<file path="src/rtl/b58_pkg.sv">
// Shared constants, types and the digit-to-character function of the base58 encoder.
`timescale 1ns / 1ps

package b58_pkg;

    localparam int MAX_BYTES   = 32;
    localparam int DIGIT_DEPTH = 44;
    localparam int ADDR_W      = $clog2(DIGIT_DEPTH);
    localparam int CNT_W       = 6;
    localparam int TOTAL_W     = CNT_W + 1;
    localparam int BYTE_W      = 8;
    localparam int CHAR_W      = 7;
    localparam int DIGIT_W     = 6;
    localparam int CARRY_W     = 8;
    localparam int PROD_IN_W   = DIGIT_W + BYTE_W;

    // Division by 58 as a multiply by the rounded-up reciprocal 2^21 / 58.
    localparam int                 RECIP_SHIFT = 21;
    localparam logic [15:0]        RECIP_58    = 16'd36158;
    localparam logic [PROD_IN_W-1:0] RADIX     = PROD_IN_W'(58);

    localparam logic [CHAR_W-1:0] CHAR_ONE = 7'd49;

    typedef enum logic [2:0] {
        ST_IDLE,
        ST_RD0,
        ST_WALK,
        ST_EXT,
        ST_FIN,
        ST_OUT_RD,
        ST_OUT_LD
    } t_state;

    typedef struct packed {
        logic take;
        logic rd_first;
        logic walk_step;
        logic ext_step;
        logic set_drop;
        logic fin;
        logic out_rd;
        logic out_load;
        logic clear;
    } t_cmd;

    typedef struct packed {
        logic dc_zero;
        logic j_last;
        logic carry_zero;
        logic store_full;
        logic taken_full;
        logic in_final;
        logic byte_final;
        logic k_last;
        logic out_free;
    } t_sts;

    // Bitcoin alphabet: digits, then capitals without I and O, then lower case without l.
    function automatic logic [CHAR_W-1:0] b58_char(input logic [DIGIT_W-1:0] d);
        logic [CHAR_W-1:0] dd;
        dd = {1'b0, d};
        if (d < 6'd9) begin
            b58_char = 7'd49 + dd;
        end else if (d < 6'd17) begin
            b58_char = 7'd65 + dd - 7'd9;
        end else if (d < 6'd22) begin
            b58_char = 7'd74 + dd - 7'd17;
        end else if (d < 6'd33) begin
            b58_char = 7'd80 + dd - 7'd22;
        end else if (d < 6'd44) begin
            b58_char = 7'd97 + dd - 7'd33;
        end else begin
            b58_char = 7'd109 + dd - 7'd44;
        end
    endfunction

endpackage

</file>
<file path="src/rtl/b58_if.sv">
// Channel interfaces for message bytes in and encoded characters out.
`timescale 1ns / 1ps

interface b58_in_if;
    logic       valid;
    logic       ready;
    logic [7:0] in_byte;
    logic       is_final;

    modport source (output valid, output in_byte, output is_final, input ready);
    modport sink   (input valid, input in_byte, input is_final, output ready);
endinterface

interface b58_out_if;
    logic       valid;
    logic       ready;
    logic [6:0] char_code;
    logic       end_of_text;
    logic       overflow;

    modport source (output valid, output char_code, output end_of_text, output overflow,
                    input ready);
    modport sink   (input valid, input char_code, input end_of_text, input overflow,
                    output ready);
endinterface

</file>
<file path="src/rtl/b58_ctrl.sv">
// Sequencer that steps the datapath through absorb, carry extension and character output.
`timescale 1ns / 1ps

module b58_ctrl import b58_pkg::*; (
    input  logic i_clk,
    input  logic i_rst_n,
    input  logic i_in_valid,
    output logic o_in_ready,
    input  t_sts i_sts,
    output t_cmd o_cmd
);

    t_state r_state;
    t_state n_state;

    always_ff @(posedge i_clk) begin
        if (!i_rst_n) begin
            r_state <= ST_IDLE;
        end else begin
            r_state <= n_state;
        end
    end

    always_comb begin
        n_state    = r_state;
        o_cmd      = '0;
        o_in_ready = 1'b0;
        case (r_state)
            ST_IDLE: begin
                o_in_ready = 1'b1;
                if (i_in_valid) begin
                    o_cmd.take = 1'b1;
                    if (i_sts.taken_full) begin
                        n_state = i_sts.in_final ? ST_FIN : ST_IDLE;
                    end else if (i_sts.dc_zero) begin
                        n_state = ST_EXT;
                    end else begin
                        n_state = ST_RD0;
                    end
                end
            end
            ST_RD0: begin
                o_cmd.rd_first = 1'b1;
                n_state        = ST_WALK;
            end
            ST_WALK: begin
                o_cmd.walk_step = 1'b1;
                if (i_sts.j_last) begin
                    n_state = ST_EXT;
                end
            end
            ST_EXT: begin
                if (i_sts.carry_zero) begin
                    n_state = i_sts.byte_final ? ST_FIN : ST_IDLE;
                end else if (i_sts.store_full) begin
                    // No room for the leftover carry: it is lost.
                    o_cmd.set_drop = 1'b1;
                    n_state        = i_sts.byte_final ? ST_FIN : ST_IDLE;
                end else begin
                    o_cmd.ext_step = 1'b1;
                end
            end
            ST_FIN: begin
                o_cmd.fin = 1'b1;
                n_state   = ST_OUT_RD;
            end
            ST_OUT_RD: begin
                o_cmd.out_rd = 1'b1;
                n_state      = ST_OUT_LD;
            end
            ST_OUT_LD: begin
                if (i_sts.out_free) begin
                    o_cmd.out_load = 1'b1;
                    if (i_sts.k_last) begin
                        o_cmd.clear = 1'b1;
                        n_state     = ST_IDLE;
                    end else begin
                        n_state = ST_OUT_RD;
                    end
                end
            end
            default: begin
                n_state = ST_IDLE;
            end
        endcase
    end

endmodule

</file>
<file path="src/rtl/b58_dp.sv">
// Datapath: digit memory, divide-by-58 unit, message counters and the output register.
`timescale 1ns / 1ps

module b58_dp import b58_pkg::*; (
    input  logic              i_clk,
    input  logic              i_rst_n,
    input  t_cmd              i_cmd,
    output t_sts              o_sts,
    input  logic [BYTE_W-1:0] i_in_byte,
    input  logic              i_in_final,
    output logic              o_out_valid,
    input  logic              i_out_ready,
    output logic [CHAR_W-1:0] o_char_code,
    output logic              o_end_of_text,
    output logic              o_overflow
);

    logic [DIGIT_W-1:0] r_mem [DIGIT_DEPTH];
    logic [DIGIT_W-1:0] r_rdata;

    logic [CNT_W-1:0]   r_dc;
    logic [CNT_W-1:0]   r_zp;
    logic               r_in_zp;
    logic [CNT_W-1:0]   r_taken;
    logic               r_dropped;

    logic [CARRY_W-1:0] r_carry;
    logic               r_final;
    logic [CNT_W-1:0]   r_j;
    logic [CNT_W-1:0]   r_k;
    logic [CNT_W-1:0]   r_n;

    logic               r_out_valid;
    logic [CHAR_W-1:0]  r_char;
    logic               r_eot;
    logic               r_ovf;

    logic [PROD_IN_W-1:0]    div_x;
    logic [PROD_IN_W+15:0]   div_prod;
    logic [CARRY_W-1:0]      div_q;
    logic [PROD_IN_W-1:0]    div_rem_full;
    logic [DIGIT_W-1:0]      div_rem;

    logic               rd_en;
    logic [ADDR_W-1:0]  rd_addr;
    logic               wr_en;
    logic [ADDR_W-1:0]  wr_addr;
    logic [TOTAL_W-1:0] total;
    logic [TOTAL_W-1:0] pos_full;
    logic               taken_full;
    logic               k_last;
    logic               k_in_prefix;

    // Each walk step folds digit*256 plus the carry; extension steps split the carry alone.
    assign div_x = i_cmd.walk_step ? ({r_rdata, {BYTE_W{1'b0}}} + PROD_IN_W'(r_carry))
                                   : PROD_IN_W'(r_carry);
    assign div_prod     = div_x * RECIP_58;
    assign div_q        = div_prod[RECIP_SHIFT +: CARRY_W];
    assign div_rem_full = div_x - PROD_IN_W'(div_q) * RADIX;
    assign div_rem      = div_rem_full[DIGIT_W-1:0];

    assign taken_full  = r_taken >= CNT_W'(MAX_BYTES);
    assign k_last      = r_k == (r_n - CNT_W'(1));
    assign k_in_prefix = r_k < r_zp;
    assign total       = TOTAL_W'(r_zp) + TOTAL_W'(r_dc);
    // Digits leave most significant first, right after the run of leading '1's.
    assign pos_full    = TOTAL_W'(r_dc) + TOTAL_W'(r_zp) - TOTAL_W'(r_k) - TOTAL_W'(1);

    always_comb begin
        rd_en   = 1'b0;
        rd_addr = r_j[ADDR_W-1:0];
        if (i_cmd.rd_first) begin
            rd_en = 1'b1;
        end else if (i_cmd.walk_step) begin
            rd_en   = !o_sts.j_last;
            rd_addr = ADDR_W'(r_j + CNT_W'(1));
        end else if (i_cmd.out_rd) begin
            rd_en   = !k_in_prefix;
            rd_addr = pos_full[ADDR_W-1:0];
        end
    end

    assign wr_en   = i_cmd.walk_step | i_cmd.ext_step;
    assign wr_addr = i_cmd.walk_step ? r_j[ADDR_W-1:0] : r_dc[ADDR_W-1:0];

    always_ff @(posedge i_clk) begin
        if (wr_en) begin
            r_mem[wr_addr] <= div_rem;
        end
        if (rd_en) begin
            r_rdata <= r_mem[rd_addr];
        end
    end

    always_ff @(posedge i_clk) begin
        if (!i_rst_n) begin
            r_dc      <= '0;
            r_zp      <= '0;
            r_in_zp   <= 1'b1;
            r_taken   <= '0;
            r_dropped <= 1'b0;
        end else if (i_cmd.clear) begin
            r_dc      <= '0;
            r_zp      <= '0;
            r_in_zp   <= 1'b1;
            r_taken   <= '0;
            r_dropped <= 1'b0;
        end else begin
            if (i_cmd.take) begin
                if (!taken_full) begin
                    r_taken <= r_taken + CNT_W'(1);
                    if (r_in_zp && i_in_byte == '0) begin
                        r_zp <= r_zp + CNT_W'(1);
                    end else begin
                        r_in_zp <= 1'b0;
                    end
                end else begin
                    r_dropped <= 1'b1;
                end
            end
            if (i_cmd.ext_step) begin
                r_dc <= r_dc + CNT_W'(1);
            end
            if (i_cmd.set_drop) begin
                r_dropped <= 1'b1;
            end
            if (i_cmd.fin && total > TOTAL_W'(DIGIT_DEPTH)) begin
                r_dropped <= 1'b1;
            end
        end
    end

    always_ff @(posedge i_clk) begin
        if (i_cmd.take) begin
            r_carry <= taken_full ? '0 : i_in_byte;
            r_final <= i_in_final;
            r_j     <= '0;
        end
        if (i_cmd.walk_step) begin
            r_carry <= div_q;
            r_j     <= r_j + CNT_W'(1);
        end
        if (i_cmd.ext_step) begin
            r_carry <= div_q;
        end
        if (i_cmd.fin) begin
            r_k <= '0;
            r_n <= (total > TOTAL_W'(DIGIT_DEPTH)) ? CNT_W'(DIGIT_DEPTH) : total[CNT_W-1:0];
        end
        if (i_cmd.out_load) begin
            r_k    <= r_k + CNT_W'(1);
            r_char <= k_in_prefix ? CHAR_ONE : b58_char(r_rdata);
            r_eot  <= k_last;
            r_ovf  <= r_dropped;
        end
    end

    always_ff @(posedge i_clk) begin
        if (!i_rst_n) begin
            r_out_valid <= 1'b0;
        end else if (i_cmd.out_load) begin
            r_out_valid <= 1'b1;
        end else if (i_out_ready) begin
            r_out_valid <= 1'b0;
        end
    end

    always_comb begin
        o_sts            = '0;
        o_sts.dc_zero    = r_dc == '0;
        o_sts.j_last     = (r_j + CNT_W'(1)) == r_dc;
        o_sts.carry_zero = r_carry == '0;
        o_sts.store_full = r_dc >= CNT_W'(DIGIT_DEPTH);
        o_sts.taken_full = taken_full;
        o_sts.in_final   = i_in_final;
        o_sts.byte_final = r_final;
        o_sts.k_last     = k_last;
        o_sts.out_free   = !r_out_valid || i_out_ready;
    end

    assign o_out_valid   = r_out_valid;
    assign o_char_code   = r_char;
    assign o_end_of_text = r_eot;
    assign o_overflow    = r_ovf;

endmodule

</file>
<file path="src/rtl/base58_text_encoder.sv">
// Top level of the base58 encoder: sequencer plus datapath behind two word channels.
//
//   Channel | Dir | Payload                              | Word
//   i_in    | in  | in_byte[7:0], is_final               | one message byte, MSB first
//   o_out   | out | char_code[6:0], end_of_text, overflow | one base58 character
//
// A byte is taken, the first stored digit is read, the walk over the digit memory goes one
// digit per cycle, and the leftover carry is then split into new digits; into an empty store
// the read and the walk are skipped. A byte past the size limit is taken and dropped.
// After the final byte a setup state runs, then each character takes one memory read and one
// load.
// Reset is synchronous and active low; it empties the digit store and clears the digit,
// zero-prefix and byte counts. A stalled output holds its word; the next byte is taken while the last character waits.
`timescale 1ns / 1ps

module base58_text_encoder import b58_pkg::*; (
    input  logic           i_clk,
    input  logic           i_rst_n,
    b58_in_if.sink         i_in,
    b58_out_if.source      o_out
);

    t_cmd cmd;
    t_sts sts;

    b58_ctrl u_ctrl (
        .i_clk      (i_clk),
        .i_rst_n    (i_rst_n),
        .i_in_valid (i_in.valid),
        .o_in_ready (i_in.ready),
        .i_sts      (sts),
        .o_cmd      (cmd)
    );

    b58_dp u_dp (
        .i_clk         (i_clk),
        .i_rst_n       (i_rst_n),
        .i_cmd         (cmd),
        .o_sts         (sts),
        .i_in_byte     (i_in.in_byte),
        .i_in_final    (i_in.is_final),
        .o_out_valid   (o_out.valid),
        .i_out_ready   (o_out.ready),
        .o_char_code   (o_out.char_code),
        .o_end_of_text (o_out.end_of_text),
        .o_overflow    (o_out.overflow)
    );

endmodule

</file>
<file path="src/flat_wrapper.sv">
// flat-port wrapper written by rule: the top's interface ports become plain ports
module base58_text_encoder_flat import b58_pkg::*;
  (i_clk, i_rst_n, i_in_valid, i_in_in_byte, i_in_is_final, i_in_ready, o_out_valid, o_out_char_code, o_out_end_of_text, o_out_overflow, o_out_ready);
  b58_in_if i_in_i ();
  b58_out_if o_out_i ();
  input  logic i_clk;
  input  logic i_rst_n;
  input wire logic [$bits(i_in_i.valid)-1:0] i_in_valid;
  input wire logic [$bits(i_in_i.in_byte)-1:0] i_in_in_byte;
  input wire logic [$bits(i_in_i.is_final)-1:0] i_in_is_final;
  output wire logic [$bits(i_in_i.ready)-1:0] i_in_ready;
  output wire logic [$bits(o_out_i.valid)-1:0] o_out_valid;
  output wire logic [$bits(o_out_i.char_code)-1:0] o_out_char_code;
  output wire logic [$bits(o_out_i.end_of_text)-1:0] o_out_end_of_text;
  output wire logic [$bits(o_out_i.overflow)-1:0] o_out_overflow;
  input wire logic [$bits(o_out_i.ready)-1:0] o_out_ready;
  assign i_in_i.valid = i_in_valid;
  assign i_in_i.in_byte = i_in_in_byte;
  assign i_in_i.is_final = i_in_is_final;
  assign i_in_ready = i_in_i.ready;
  assign o_out_valid = o_out_i.valid;
  assign o_out_char_code = o_out_i.char_code;
  assign o_out_end_of_text = o_out_i.end_of_text;
  assign o_out_overflow = o_out_i.overflow;
  assign o_out_i.ready = o_out_ready;
  base58_text_encoder u_core (.i_clk(i_clk), .i_rst_n(i_rst_n), .i_in(i_in_i), .o_out(o_out_i));
endmodule
</file>
<file path="config.mk">
export PLATFORM = sky130hd
export DESIGN_NAME = base58_text_encoder_flat
export DESIGN_NICKNAME = d
export VERILOG_FILES = /design/src/rtl/b58_pkg.sv /design/src/rtl/b58_if.sv /design/src/rtl/b58_ctrl.sv /design/src/rtl/b58_dp.sv /design/src/rtl/base58_text_encoder.sv /design/src/flat_wrapper.sv
export SDC_FILE = /design/constraint.sdc
export NUM_CORES = 1
export LEC_CHECK = 0
export BUFFER_PORTS_ARGS = -buffer_cell sky130_fd_sc_hd__buf_2
export CORE_MARGIN = 2
export CORE_UTILIZATION = 54
export DETAILED_ROUTE_END_ITERATION = 8
export MAX_ROUTING_LAYER = met4
export PLACE_DENSITY_LB_ADDON = 0.12
export REMOVE_ABC_BUFFERS = 1
export SLEW_MARGIN = 40
export SYNTH_ARGS = -nofsm -noshare
export SYNTH_HDL_FRONTEND = slang
export SYNTH_HIERARCHICAL = 1
export SYNTH_SLANG_ARGS = --single-unit
</file>
<file path="constraint.sdc">
create_clock -name i_clk -period 10.9 [get_ports i_clk]
set_input_delay 1.09 -clock i_clk [delete_from_list [all_inputs] [get_ports i_clk]]
set_output_delay 1.09 -clock i_clk [all_outputs]
set_load 0.02 [all_outputs]
</file>
==> reports/qor.yml <==
max_stage_delay_ns: 0.58
cts-root-to-sink-buffers: 3
yosysSeqAreaShare_pct: 51.08
drtIter0Drc: 708
clk_pin_slew_worst_paths_ns: 0.06
period_needed_ns: 9.551
post_synth_inst_count: 1436
clk-insertion-delay-late_ns: 0.55
post-cts-setup-buffer-count: 0
finalCritPeriodShare_pct: 87.62
grt_setup_unrepaired: "false"
status: "finished, final reports clean"
post_cts.resized_instances: 0
synth_seq_cells: 330
fin_setup_tns_ns: 0
worstPathMaxFanout: 44
gp_congestion: 0.8852
number_of_buffers_inserted_for_hold_repair_after_clock_tree_synthesis: 0
grt_antenna_before_repair: 0
final-hold-violation-count: 0
floorplan.die_area_sq_mm: 0.03657
leading_cell_type_in_the_layout_fill_and_taps_excluded: "sky130_fd_sc_hd__edfxtp_1"
die_h_microns: 191.2
timing.final.setup_violations: 0
worstSetupPathType: "reg -> reg"
vias_per_cell: 5.710
row_count: 68
ys_warn_count: 6
dp_hpwl_microns: 28030
layout_setup_ws_ns: 1.349
hold_path_class: "reg -> reg"
clockRootBuffer: "sky130_fd_sc_hd__clkbuf_16"
clock-sinks: 330
nNetsFinal: 1683
most-common-layout-cells: "sky130_fd_sc_hd__edfxtp_1, sky130_fd_sc_hd__ha_1, sky130_fd_sc_hd__inv_1"
max_h_tree_level: 2
max_freq_ghz: 0.1047
die_width_microns: 191.2
cts_tree: "yes"
final_layout_fill_cell_count: 2722
synth-edff-count: 306
wl_per_cell_microns: 20.20
arrival_time_of_the_worst_setup_path_ns: 9.78
track_usage_pct: 22.93
worst-endpoint-required_ns: 11.13
vias: 11030
global_route.overflow_total: 0
synth_cell_type_count: 67
worst_path_most_repeated_cell: "sky130_fd_sc_hd__ha_1"
cts_inserted_buffers: 35
fin_worst_hold_slack_ns: 0.4358
syn_to_final_growth_pct: 9.068
max_slew_margin_pct: 41.10
antenna_left: 0
drive_gt1_share_pct: 11.92
drc: 0
cpMaxStageDelayCell: "sky130_fd_sc_hd__dfxtp_1"
detail_route.first_pass.iterations: 5
synth_area_sq_mm: 0.01893
critical_path_start_type: "flip-flop"
grt_first_pass_wirelength_microns: 62030
syn-mean-instance-area_sq_um: 13.18
postSynth.asyncResetShare_pct: 0
ioPinCount: 24
antenna-diode-count: 0
initial_utilization_pct: 54.80
timing_max_transition_violations_final: 0
totalWireLength_microns: 39020
drv_cap: 0
yosys_most_used_dff: "sky130_fd_sc_hd__edfxtp_1"
final.setup_skew_ns: 0.03102
core_region_area_sq_mm: 0.03454
cp-end-kind: "flip-flop"
first_global_vias: 11050
grt_start_max_net_pins: 67
place.port_buffers: 23
pre_cts_ws_ns: 1.470
worst-slew-pin-transition_ns: 0.8725
## Yosys cell counts, types with 17 or more instances
cell type                    n  area, sq um
sky130_fd_sc_hd__a21oi_1    57        285.3
sky130_fd_sc_hd__clkbuf_1   29        108.9
sky130_fd_sc_hd__dfxtp_1    24        480.5
sky130_fd_sc_hd__edfxtp_1  306         9189
sky130_fd_sc_hd__fa_1       60         1201
sky130_fd_sc_hd__ha_1      159         1989
sky130_fd_sc_hd__inv_1     151        566.8
sky130_fd_sc_hd__mux2i_1    42        420.4
sky130_fd_sc_hd__mux4_2     66         1486
sky130_fd_sc_hd__nand2_1    67        251.5
sky130_fd_sc_hd__nand2b_1   17        106.4
sky130_fd_sc_hd__nand3_1    22        110.1
sky130_fd_sc_hd__nor2_1    117        439.2
sky130_fd_sc_hd__o21ai_0    44        220.2
sky130_fd_sc_hd__xnor2_1    48        420.4
sky130_fd_sc_hd__xor2_1     17        148.9
## flip-flops by register name, summed over array words and instances, names as in the netlist
name / flops
u_core/u_dp/o_overflow: 1
u_core/u_ctrl/r_state: 3
u_core/u_dp/r_zp: 6
u_core/u_dp/r_n: 6
u_core/u_dp/o_char_code: 7
u_core/u_dp/r_taken: 6
u_core/u_dp/r_mem: 264
u_core/u_dp/o_out_valid: 1
u_core/u_dp/r_dropped: 1
u_core/u_dp/o_end_of_text: 1
u_core/u_dp/r_in_zp: 1
u_core/u_dp/r_rdata: 6
u_core/u_dp/r_final: 1
u_core/u_dp/r_dc: 6
u_core/u_dp/r_carry: 8
u_core/u_dp/r_j: 6
u_core/u_dp/r_k: 6
## cells by family (layout without fill, tap and decap cells)
kind of cell,Yosys count,after routing,share of synthesized area [%]
mux,110,110,10.19
flops,330,330,51.08
fa+ha+maj,219,219,16.85
xor+xnor,66,66,3.126
buf+inv,210,251,4.646
compound gates,190,190,6.358
simple gates,311,311,7.746
## per-stage QoR
step	cells	util, %	cell area (sq um)
global route	1932	59.77	20650
global placement	1867	56.26	19430
finish	1932	59.77	20650
floorplan	1379	-	18630
detailed placement	1869	56.35	19460
CTS	1932	59.72	20630
## routing by layer
| metal | share of wire [%] | GRT usage [%] |
|---|---|---|
| met5 | 0 | - |
| met4 | 2.0 | 6.065 |
| met3 | 4.5 | 2.919 |
| met2 | 48 | 35.81 |
| met1 | 45 | 32.08 |
## cell type report
cell class              instances  area (sq um)  area share [%]
multi-input cells             896          8451           40.93
clock buffers                  42         922.1           4.466
inverters                     153         574.3           2.781
well taps                     455         569.3           2.757
clock inverters                21         241.5           1.170
flip-flops and latches        330          9669           46.83
repair buffers                 35         220.2           1.067
## final timing paths
check / from / slack (ns) / cells after the start / endpoint
worst min register to register: u_core/u_dp/r_dropped / 0.44 / 0 / u_core/u_dp/o_overflow
worst max register to register: u_core/u_ctrl/r_state[1] / 1.35 / 34 / u_core/u_dp/r_mem[39][5]
worst min-delay path: u_core/u_dp/r_dropped / 0.44 / 0 / u_core/u_dp/o_overflow
worst max-delay path: u_core/u_ctrl/r_state[1] / 1.35 / 34 / u_core/u_dp/r_mem[39][5]
## worst max-delay path, delay by kind of cell, from the launching register on
kind            cells  cell delay [ns]
compound gates      4             0.96
xor+xnor            7             1.36
simple gates        6             1.33
buf+inv             7             1.21
fa+ha+maj          10             3.79
flops               1             0.58
Power is left out: the tool's default activity adds up to more than one toggle a clock period on the data nets, which glitch-free logic cannot reach.
